--- config.mk ---
export PLATFORM = sky130hd
export DESIGN_NAME = utf16_to_utf8_transcoder
export DESIGN_NICKNAME = d
export VERILOG_FILES = /design/src/sv/u16u8_pkg.sv /design/src/sv/u16u8_encoder.sv /design/src/sv/u16u8_outbuf.sv /design/src/sv/utf16_to_utf8_transcoder.sv
export SDC_FILE = /design/constraint.sdc
export NUM_CORES = 1
export LEC_CHECK = 0
export ABC_AREA = 0
export BUFFER_PORTS_ARGS = -buffer_cell sky130_fd_sc_hd__clkbuf_2
export CORE_MARGIN = 4
export CORE_UTILIZATION = 50
export DETAILED_ROUTE_END_ITERATION = 8
export PLACE_DENSITY = 0.79
export RECOVER_POWER = 50
export SLEW_MARGIN = 20
export SYNTH_ARGS = -nofsm -noshare
export SYNTH_HDL_FRONTEND = slang
export SYNTH_SLANG_ARGS = --single-unit
export TNS_END_PERCENT = 30
--- constraint.sdc ---
create_clock -name clk -period 5.6 [get_ports clk]
set_input_delay 0.28 -clock clk [delete_from_list [all_inputs] [get_ports clk]]
set_output_delay 0.28 -clock clk [all_outputs]
set_load 0.01 [all_outputs]
--- src/sv/u16u8_pkg.sv ---
`timescale 1ns / 1ps
`default_nettype none

package u16u8_pkg;

	localparam logic [15:0] HIGH_FIRST = 16'hD800;
	localparam logic [15:0] HIGH_LAST  = 16'hDBFF;
	localparam logic [15:0] LOW_FIRST  = 16'hDC00;
	localparam logic [15:0] LOW_LAST   = 16'hDFFF;
	localparam logic [15:0] REPLACE_CP = 16'hFFFD;
	localparam logic [20:0] PLANE1_CP  = 21'h10000;
	localparam int          RUN_BYTES  = 6;

	typedef logic [7:0] byte_t;

	typedef struct packed {
		logic [3:0][7:0] bytes;
		logic [2:0]      len;
	} seq_t;

	typedef struct packed {
		logic [RUN_BYTES-1:0][7:0] bytes;
		logic [2:0]                cnt;
		logic                      name_last;
	} result_t;

	function automatic seq_t enc_point(input logic [20:0] cp);
		seq_t s;
		s.bytes = '0;
		if (cp < 21'h80) begin
			s.bytes[0] = cp[7:0];
			s.len = 3'd1;
		end else if (cp < 21'h800) begin
			s.bytes[0] = 8'hC0 | {3'b000, cp[10:6]};
			s.bytes[1] = 8'h80 | {2'b00, cp[5:0]};
			s.len = 3'd2;
		end else if (cp < PLANE1_CP) begin
			s.bytes[0] = 8'hE0 | {4'b0000, cp[15:12]};
			s.bytes[1] = 8'h80 | {2'b00, cp[11:6]};
			s.bytes[2] = 8'h80 | {2'b00, cp[5:0]};
			s.len = 3'd3;
		end else begin
			s.bytes[0] = 8'hF0 | {5'b00000, cp[20:18]};
			s.bytes[1] = 8'h80 | {2'b00, cp[17:12]};
			s.bytes[2] = 8'h80 | {2'b00, cp[11:6]};
			s.bytes[3] = 8'h80 | {2'b00, cp[5:0]};
			s.len = 3'd4;
		end
		return s;
	endfunction

endpackage

`default_nettype wire

--- src/sv/u16u8_encoder.sv ---
`timescale 1ns / 1ps
`default_nettype none

module u16u8_encoder (
	input  wire logic [15:0]       unit,
	input  wire logic              last,
	input  wire logic              held_valid,
	input  wire logic [15:0]       held_high,
	output u16u8_pkg::result_t     res,
	output logic                   next_valid,
	output logic [15:0]            next_high
);
	import u16u8_pkg::*;

	logic        is_high;
	logic        is_low;
	logic [20:0] pair_cp;
	logic [15:0] cp_b;
	logic        emit_b;
	logic [2:0]  off;
	seq_t        e_pair;
	seq_t        e_held;
	seq_t        e_b;

	assign is_high = (unit >= HIGH_FIRST) && (unit <= HIGH_LAST);
	assign is_low  = (unit >= LOW_FIRST) && (unit <= LOW_LAST);
	assign pair_cp = PLANE1_CP + {1'b0, held_high[9:0], unit[9:0]};
	assign cp_b    = is_low ? REPLACE_CP : unit;
	assign emit_b  = !(is_high && !last);
	assign e_pair  = enc_point(pair_cp);
	assign e_held  = enc_point({5'b00000, held_high});
	assign e_b     = enc_point({5'b00000, cp_b});

	always_comb begin
		res.bytes     = '0;
		res.cnt       = 3'd0;
		res.name_last = last;
		off           = 3'd0;
		next_valid    = 1'b0;
		next_high     = held_high;
		if (held_valid && is_low) begin
			res.bytes[3:0] = e_pair.bytes;
			res.cnt        = e_pair.len;
		end else begin
			if (held_valid) begin
				res.bytes[2:0] = e_held.bytes[2:0];
				off            = 3'd3;
			end
			if (emit_b) begin
				for (int i = 0; i < 3; i++) begin
					if (3'(i) < e_b.len) begin
						res.bytes[off + 3'(i)] = e_b.bytes[i];
					end
				end
				res.cnt = off + e_b.len;
			end else begin
				res.cnt    = off;
				next_valid = 1'b1;
				next_high  = unit;
			end
		end
	end

endmodule

`default_nettype wire

--- src/sv/u16u8_outbuf.sv ---
`timescale 1ns / 1ps
`default_nettype none

module u16u8_outbuf (
	input  wire logic               clk,
	input  wire logic               arst_n,
	input  wire logic               load,
	input  wire u16u8_pkg::result_t res,
	output logic                    free,
	output logic                    out_valid,
	input  wire logic               out_stall,
	output logic [7:0]              out_byte,
	output logic                    run_last,
	output logic                    name_last
);
	import u16u8_pkg::*;

	logic                      valid_s2;
	logic [RUN_BYTES-1:0][7:0] bytes_s2;
	logic [2:0]                cnt_s2;
	logic                      name_last_s2;
	logic [2:0]                idx_q;
	logic                      at_end;
	logic                      xfer;

	assign at_end    = (idx_q == cnt_s2 - 3'd1);
	assign xfer      = valid_s2 && !out_stall;
	assign free      = !valid_s2 || (xfer && at_end);
	assign out_valid = valid_s2;
	assign out_byte  = bytes_s2[idx_q];
	assign run_last  = at_end;
	assign name_last = at_end && name_last_s2;

	always_ff @(posedge clk or negedge arst_n) begin
		if (!arst_n) begin
			valid_s2 <= 1'b0;
			idx_q    <= 3'd0;
		end else if (load) begin
			valid_s2 <= 1'b1;
			idx_q    <= 3'd0;
		end else if (xfer) begin
			if (at_end) begin
				valid_s2 <= 1'b0;
				idx_q    <= 3'd0;
			end else begin
				idx_q <= idx_q + 3'd1;
			end
		end
	end

	always_ff @(posedge clk) begin
		if (load) begin
			bytes_s2     <= res.bytes;
			cnt_s2       <= res.cnt;
			name_last_s2 <= res.name_last;
		end
	end

endmodule

`default_nettype wire

--- src/sv/utf16_to_utf8_transcoder.sv ---
`timescale 1ns / 1ps
`default_nettype none

// channel  valid      stall      payload
// input    in_valid   in_stall   code_unit[15:0], unit_last
// output   out_valid  out_stall  out_byte[7:0], run_last, name_last
//
// one byte leaves per cycle while out_stall is low; a code unit yields up to 6
// bytes (most units 1 to 3, a held high surrogate none), which the byte-wide
// result buffer sends out one at a time
// the input register takes a new unit while the buffer still drains bytes
// a held high surrogate lives in the surrogate register until the next unit
// reset clears all valid flags and the held surrogate

module utf16_to_utf8_transcoder (
	input  wire logic        clk,
	input  wire logic        arst_n,
	input  wire logic        in_valid,
	output logic             in_stall,
	input  wire logic [15:0] code_unit,
	input  wire logic        unit_last,
	output logic             out_valid,
	input  wire logic        out_stall,
	output logic [7:0]       out_byte,
	output logic             run_last,
	output logic             name_last
);
	import u16u8_pkg::*;

	logic        valid_s1;
	logic [15:0] unit_s1;
	logic        last_s1;
	logic        held_valid_q;
	logic [15:0] held_high_q;
	result_t     res;
	logic        next_valid;
	logic [15:0] next_high;
	logic        free;
	logic        consume;
	logic        load;

	u16u8_encoder u_enc (
		.unit       (unit_s1),
		.last       (last_s1),
		.held_valid (held_valid_q),
		.held_high  (held_high_q),
		.res        (res),
		.next_valid (next_valid),
		.next_high  (next_high)
	);

	u16u8_outbuf u_buf (
		.clk       (clk),
		.arst_n    (arst_n),
		.load      (load),
		.res       (res),
		.free      (free),
		.out_valid (out_valid),
		.out_stall (out_stall),
		.out_byte  (out_byte),
		.run_last  (run_last),
		.name_last (name_last)
	);

	assign consume  = valid_s1 && ((res.cnt == 3'd0) || free);
	assign load     = consume && (res.cnt != 3'd0);
	assign in_stall = valid_s1 && !consume;

	always_ff @(posedge clk or negedge arst_n) begin
		if (!arst_n) begin
			valid_s1     <= 1'b0;
			held_valid_q <= 1'b0;
			held_high_q  <= 16'h0000;
		end else begin
			if (!in_stall) begin
				valid_s1 <= in_valid;
			end
			if (consume) begin
				held_valid_q <= next_valid;
				held_high_q  <= next_high;
			end
		end
	end

	always_ff @(posedge clk) begin
		if (in_valid && !in_stall) begin
			unit_s1 <= code_unit;
			last_s1 <= unit_last;
		end
	end

endmodule

`default_nettype wire

Word level (Yosys, flattened, before mapping)
Cells that the tools add are included.
Widths: inputs -> output; s select.

cells by class
  add/subtract/negate cells = 6
  magnitude comparators = 21
  equality and inequality tests = 1
  mux-type cells = 48
  bitwise operators = 1
  reductions and logical operators = 28

operators by type and width
  kind                    count
  $mux 48                 7
  $bwmux 48               3
  $demux 8 s3             3
  $mux 24                 3
  $mux 16                 4
  $mux 8                  7
  $mux 35                 1
  $mux 17                 2
  $mux 11                 3
  $ge 16x16->1 const B    2
  $le 16x16->1 const B    2
  $lt 16x12->1 const B    2
  $lt 16x8->1 const B     2
  $mux 32                 1
  $mux 25                 1
  $bmux 8 s3              1
  $add 17x20->21 const A  1
  $lt 21x12->1 const B    1
  $lt 21x17->1 const B    1
  $lt 21x8->1 const B     1
  $mux 19                 1
  $lt 3x4->1 const B      4
  $mux 3                  5
  $logic_and 1x1->1       14
  other kinds (19)        33

word-level totals
  register bits = 91
  input bits = 21
  output and inout port bits = 12
  logic and storage cells = 120

Depth between registers and ports, before layout
  word-level depth = 27
  depth in mapped cells = 11
  gate-level depth less buffers = 9

Modules after synthesis
From an unflattened synthesis, not the netlist that was laid out.

unflattened totals
  cells, all modules = 519
  area total of the unflattened synthesis = 5510.3 µm²

by module, submodules not included
  module                    times used  cells each  area an instance (µm²)  sequential area each (µm²)
  u16u8_outbuf              1           122         2298.5                  1661.6
  u16u8_encoder             1           338         1958.1                  0.0
  utf16_to_utf8_transcoder  1           59          1253.7                  960.9

Worst setup path before layout
No wires, ideal clock.

  path type = register to register
  start point = reg unit_s1[15]
  end point = reg u_buf.bytes_s2[0] (netlist name) (enable)
  setup time = 0.459 ns
  arrival = 4.608 ns
  required time = 5.141 ns
  setup slack = 0.533 ns
  stages on the path, launching flop included = 11
  buffers on the path = 1
  clock period less this slack = 5.067 ns
  cell sequence = edfxtp_1 -> nor4_1 -> and2b_1 -> buf_2 -> nand2_1 -> ha_1 -> xor2_1 -> o31a_1 -> a211o_1 -> o21ai_1 -> nor2b_1

on the way
  word-level cells in the longest chain between the ends = 13
  elaborated cells between the ends (all ways) = 21
  those cells by class = add/sub (1); order compare (6); mux (5); reduce/logical (9)

RTL lines
  what                                                 line                            source
  start, declared                                      utf16_to_utf8_transcoder.sv:31  logic [15:0] unit_s1;
  start signal, assigned                               utf16_to_utf8_transcoder.sv:87  unit_s1 <= code_unit;
  $ge 16x16->1 / $le 16x16->1 (equally long branches)  u16u8_encoder.sv:26             assign is_low = (unit >= LOW_FIRST) && (unit <= LOW_LAST);
  $logic_and 1x1->1                                    u16u8_encoder.sv:26
  $mux 16                                              u16u8_encoder.sv:28             assign cp_b = is_low ? REPLACE_CP : unit;
  $lt 16x12->1                                         u16u8_pkg.sv:33                 end else if (cp < 21'h800) begin
  $mux 17                                              u16u8_pkg.sv:33
  $mux 11                                              u16u8_pkg.sv:30                 if (cp < 21'h80) begin
  $add 3x3->3                                          u16u8_encoder.sv:55             res.cnt = off + e_b.len;
  $mux 3                                               u16u8_encoder.sv:49             if (emit_b) begin
  $mux 35 (*)                                          u16u8_encoder.sv:41             if (held_valid && is_low) begin
  $logic_not 3->1                                      utf16_to_utf8_transcoder.sv:65  assign consume = valid_s1 && ((res.cnt == 3'd0) || free);
  $logic_or 1x1->1                                     utf16_to_utf8_transcoder.sv:65
  $logic_and 1x1->1                                    utf16_to_utf8_transcoder.sv:65
  $logic_and 1x1->1 (*)                                utf16_to_utf8_transcoder.sv:66  assign load = consume && (res.cnt != 3'd0);
  via load                                             utf16_to_utf8_transcoder.sv:40  logic load;
  end signal, assigned                                 u16u8_outbuf.sv:53              bytes_s2 <= res.bytes;
  end, declared                                        u16u8_outbuf.sv:19              logic [RUN_BYTES-1:0][7:0] bytes_s2;

Mark *: on every way through the listed nets, which the timed path passes. The rest lies on a longest branch.
A chain may end at the register's enable or synchronous reset.

Final worst setup path
  start point = reg unit_s1[13]
  end point = reg u_buf.bytes_s2[23] (netlist name) (enable)

Same word-level chain as after synthesis.

==> flow_metrics.tcl <==
set metrics [dict create \
    ir_drop_mv 0.209 \
    fillerInstances 804 \
    synth_edf_count 65 \
    synth.cell_area_sq_mm 0.00491 \
    crit_type "reg2reg" \
    clockBufferDepth 2 \
    port_buffers 32 \
    synth-seq-cells 87 \
    cts.repair.resized 0 \
    endpoint_kind "flip-flop" \
    synth_area_leader_cell "edfxtp_1" \
    synth.distinct_cells 69 \
    routed_wl_mm 13.5 \
    drc_errors 0 \
    finalSetupViolCount 0 \
    vias_per_cell 6.52 \
    clk_pin_slew_ns 0.10 \
    area_growth_pct 8.77 \
    post-route-period-util_pct 79.4 \
    syn_inst 432 \
    cp.required_ns 5.67 \
    leakagePower_nw 2.14 \
    p_per_area_mw_per_mm2 398 \
    final_nets 483 \
    netlist.area_leader.share_pct 39.8 \
    first_iter_violations 354 \
    async_flop_share_pct 25.3 \
    cts_buffers 9 \
    total_power_mw 2.12 \
    core_sq_mm 0.00942 \
    yosys_warnings 0 \
    grt_pass1_wl_mm 20.9 \
    timing.fmax_mhz 225 \
    ios 33 \
    drive_above_1_share_pct 14.3 \
    cts_tree "built" \
    hpwl_mm 9.69 \
    status "finished clean" \
    yosys-top-cells-area "edfxtp_1 (40%), dfrtp_1 (11%), mux2i_1 (3.9%)" \
    track_usage_pct 24.2 \
    die_y_um 107 \
    avgSynthCellArea_sq_um 11.4 \
    yosysSeqAreaShare_pct 51.0 \
    crit_arrival_ns 4.52 \
    final_common_cell "edfxtp_1" \
    grt_pass1_vias 3684 \
    clock-sinks 87 \
    postRouteAntennaNets 0 \
    synth-main-ff-cell "edfxtp_1" \
    antenna_found_initial 0 \
    fin_tns_setup_ns 0 \
    clock-skew-final_ns 0.0118 \
    finalHoldViolCount 0 \
    startpoint_type "flip-flop" \
    globalplace.congestion 0.968 \
    clock_latency_ns 0.36 \
    maxCapViolations 0 \
    clock-root-buffer "clkbuf_8" \
    grt_max_degree 34 \
    insertedDiodeCount 0 \
    row_count 35 \
    syn_nets 459 \
    tightest_slew_ns 1.32 \
    hp-class "in2reg" \
    min_period_ns 4.44 \
    final_cell_mix "edfxtp_1 (65), a21oi_1 (30), nor2_1 (29)" \
    drtPass1Iterations 5 \
    dr_total_vias 3849 \
    rsz0062_at_grt "no" \
    max_slew_margin_pct 12.2 \
    finalMaxSlewViolations 0 \
    cts_max_level 3 \
    initial_core_util_pct 52.1 \
    cp_max_fo 33 \
    die_area_sq_mm 0.0115 \
    die_x_um 107 \
    gr-total-overflow 0 \
    wire_per_inst_um 22.9 \
]
[cells by family (layout without fill, tap and decap cells)]
| family | count (synthesis) | count (layout) | synth area share, % |
|---|---|---|---|
| multiplexers | 35 | 35 | 9.38 |
| adder cells (fa/ha/maj) | 6 | 6 | 1.53 |
| AO/OA/AOI/OAI | 142 | 142 | 21.0 |
| AND/OR/NAND/NOR | 113 | 113 | 12.2 |
| buffers and inverters | 43 | 72 | 3.52 |
| XOR/XNOR | 6 | 6 | 1.38 |
| flip-flops | 87 | 87 | 51.0 |
[per-layer routing]
metal / track usage, % / part of all wire [%] / wire length (um)
met3: 3.25 / 7.1 / 965
met4: 9.59 / 2.9 / 388
met5: 0 / 0 / 0
met1: 34.7 / 44 / 5980
met2: 37.2 / 46 / 6170
[through the flow]
stage / instance area [sq um] / cells / setup slack [ns] / hold WS (ns) / utilization [%]
floorplan: 4910 / 432 / 0.533 / -0.0156 / -
global placement: 5160 / 573 / 1.46 / 0.305 / 54.9
detailed placement: 5160 / 573 / 1.24 / 0.320 / 54.9
CTS: 5360 / 590 / 1.22 / 0.0800 / 56.9
global route: 5340 / 590 / 0.795 / 0.0685 / 56.7
finish: 5340 / 590 / 1.16 / 0.0825 / 56.7
[worst paths after layout]
check	start	end	slack, ns	depth (start not counted)
setup / recovery	unit_s1[13]$_DFFE_PP_	u_buf.bytes_s2[23]$_DFFE_PP_	1.16	10
hold / removal	code_unit[3]	unit_s1[3]$_DFFE_PP_	0.08	1
setup reg to reg	unit_s1[13]$_DFFE_PP_	u_buf.bytes_s2[23]$_DFFE_PP_	1.16	10
hold reg to reg	held_high_q[12]$_DFFE_PN0P_	held_high_q[12]$_DFFE_PN0P_	0.51	1
max in group asynchronous	arst_n	held_high_q[8]$_DFFE_PN0P_	4.09	2
min in group asynchronous	arst_n	held_high_q[7]$_DFFE_PN0P_	0.73	2
[sequential cells by signal, indices dropped and copies added (netlist names)]
register,cells
u_buf.bytes_s2,44
held_high_q,16
unit_s1,16
u_buf.cnt_s2,3
u_buf.idx_q,3
held_valid_q,1
last_s1,1
u_buf.name_last_s2,1
u_buf.out_valid,1
valid_s1,1
[layout make-up]
class	count	area, sq um	area share [%]
Tap cell	129	161	3.02
Sequential cell	87	2500	46.9
Clock buffer	9	124	2.32
Multi-Input combinational cell	302	2230	41.8
Inverter	19	71.3	1.34
Clock inverter	7	62.6	1.17
Timing Repair Buffer	37	184	3.45
[power breakdown]
group / internal, mW / switching [mW]
clock network: 0.172 / 0.240
registers: 0.835 / 0.135
logic: 0.299 / 0.441
[timing repair]
action	CTS	global route
buffers inserted	0	0
endpoints found under the hold margin	22	0
hold buffers	1	0
[Yosys cell counts, types with 3 or more instances]
master,number
mux2_4,3
o211ai_1,5
xnor2_1,3
nor3_1,12
o211a_1,3
a22oi_1,4
a221oi_1,4
o21ai_0,21
inv_1,18
nand2b_1,8
ha_1,6
o21a_1,8
mux2i_1,19
nor4_1,4
nand3_1,4
buf_2,3
edfxtp_1,65
mux4_2,7
o221ai_1,6
and2_1,7
o22ai_1,11
o31a_1,6
dfrtp_1,22
a31oi_1,8
clkbuf_1,19
o21bai_1,3
a21oi_1,30
nand2_1,22
nor2_1,29
a21o_1,6
and3_1,5
a221o_1,6
nor2b_1,4
mux2_2,6
[critical path: stages, from the launching register on]
cell and delay [ns]:
edfxtp_1 0.58, nor4_1 0.63, and2b_1 0.53, nand2_1 0.14, ha_1 0.22, xor2_1 0.36
o31a_1 0.28, a211o_1 0.16, o21ai_1 0.20, nor2b_4 0.74, buf_4 0.30
(Power assumes the default switching activity.)
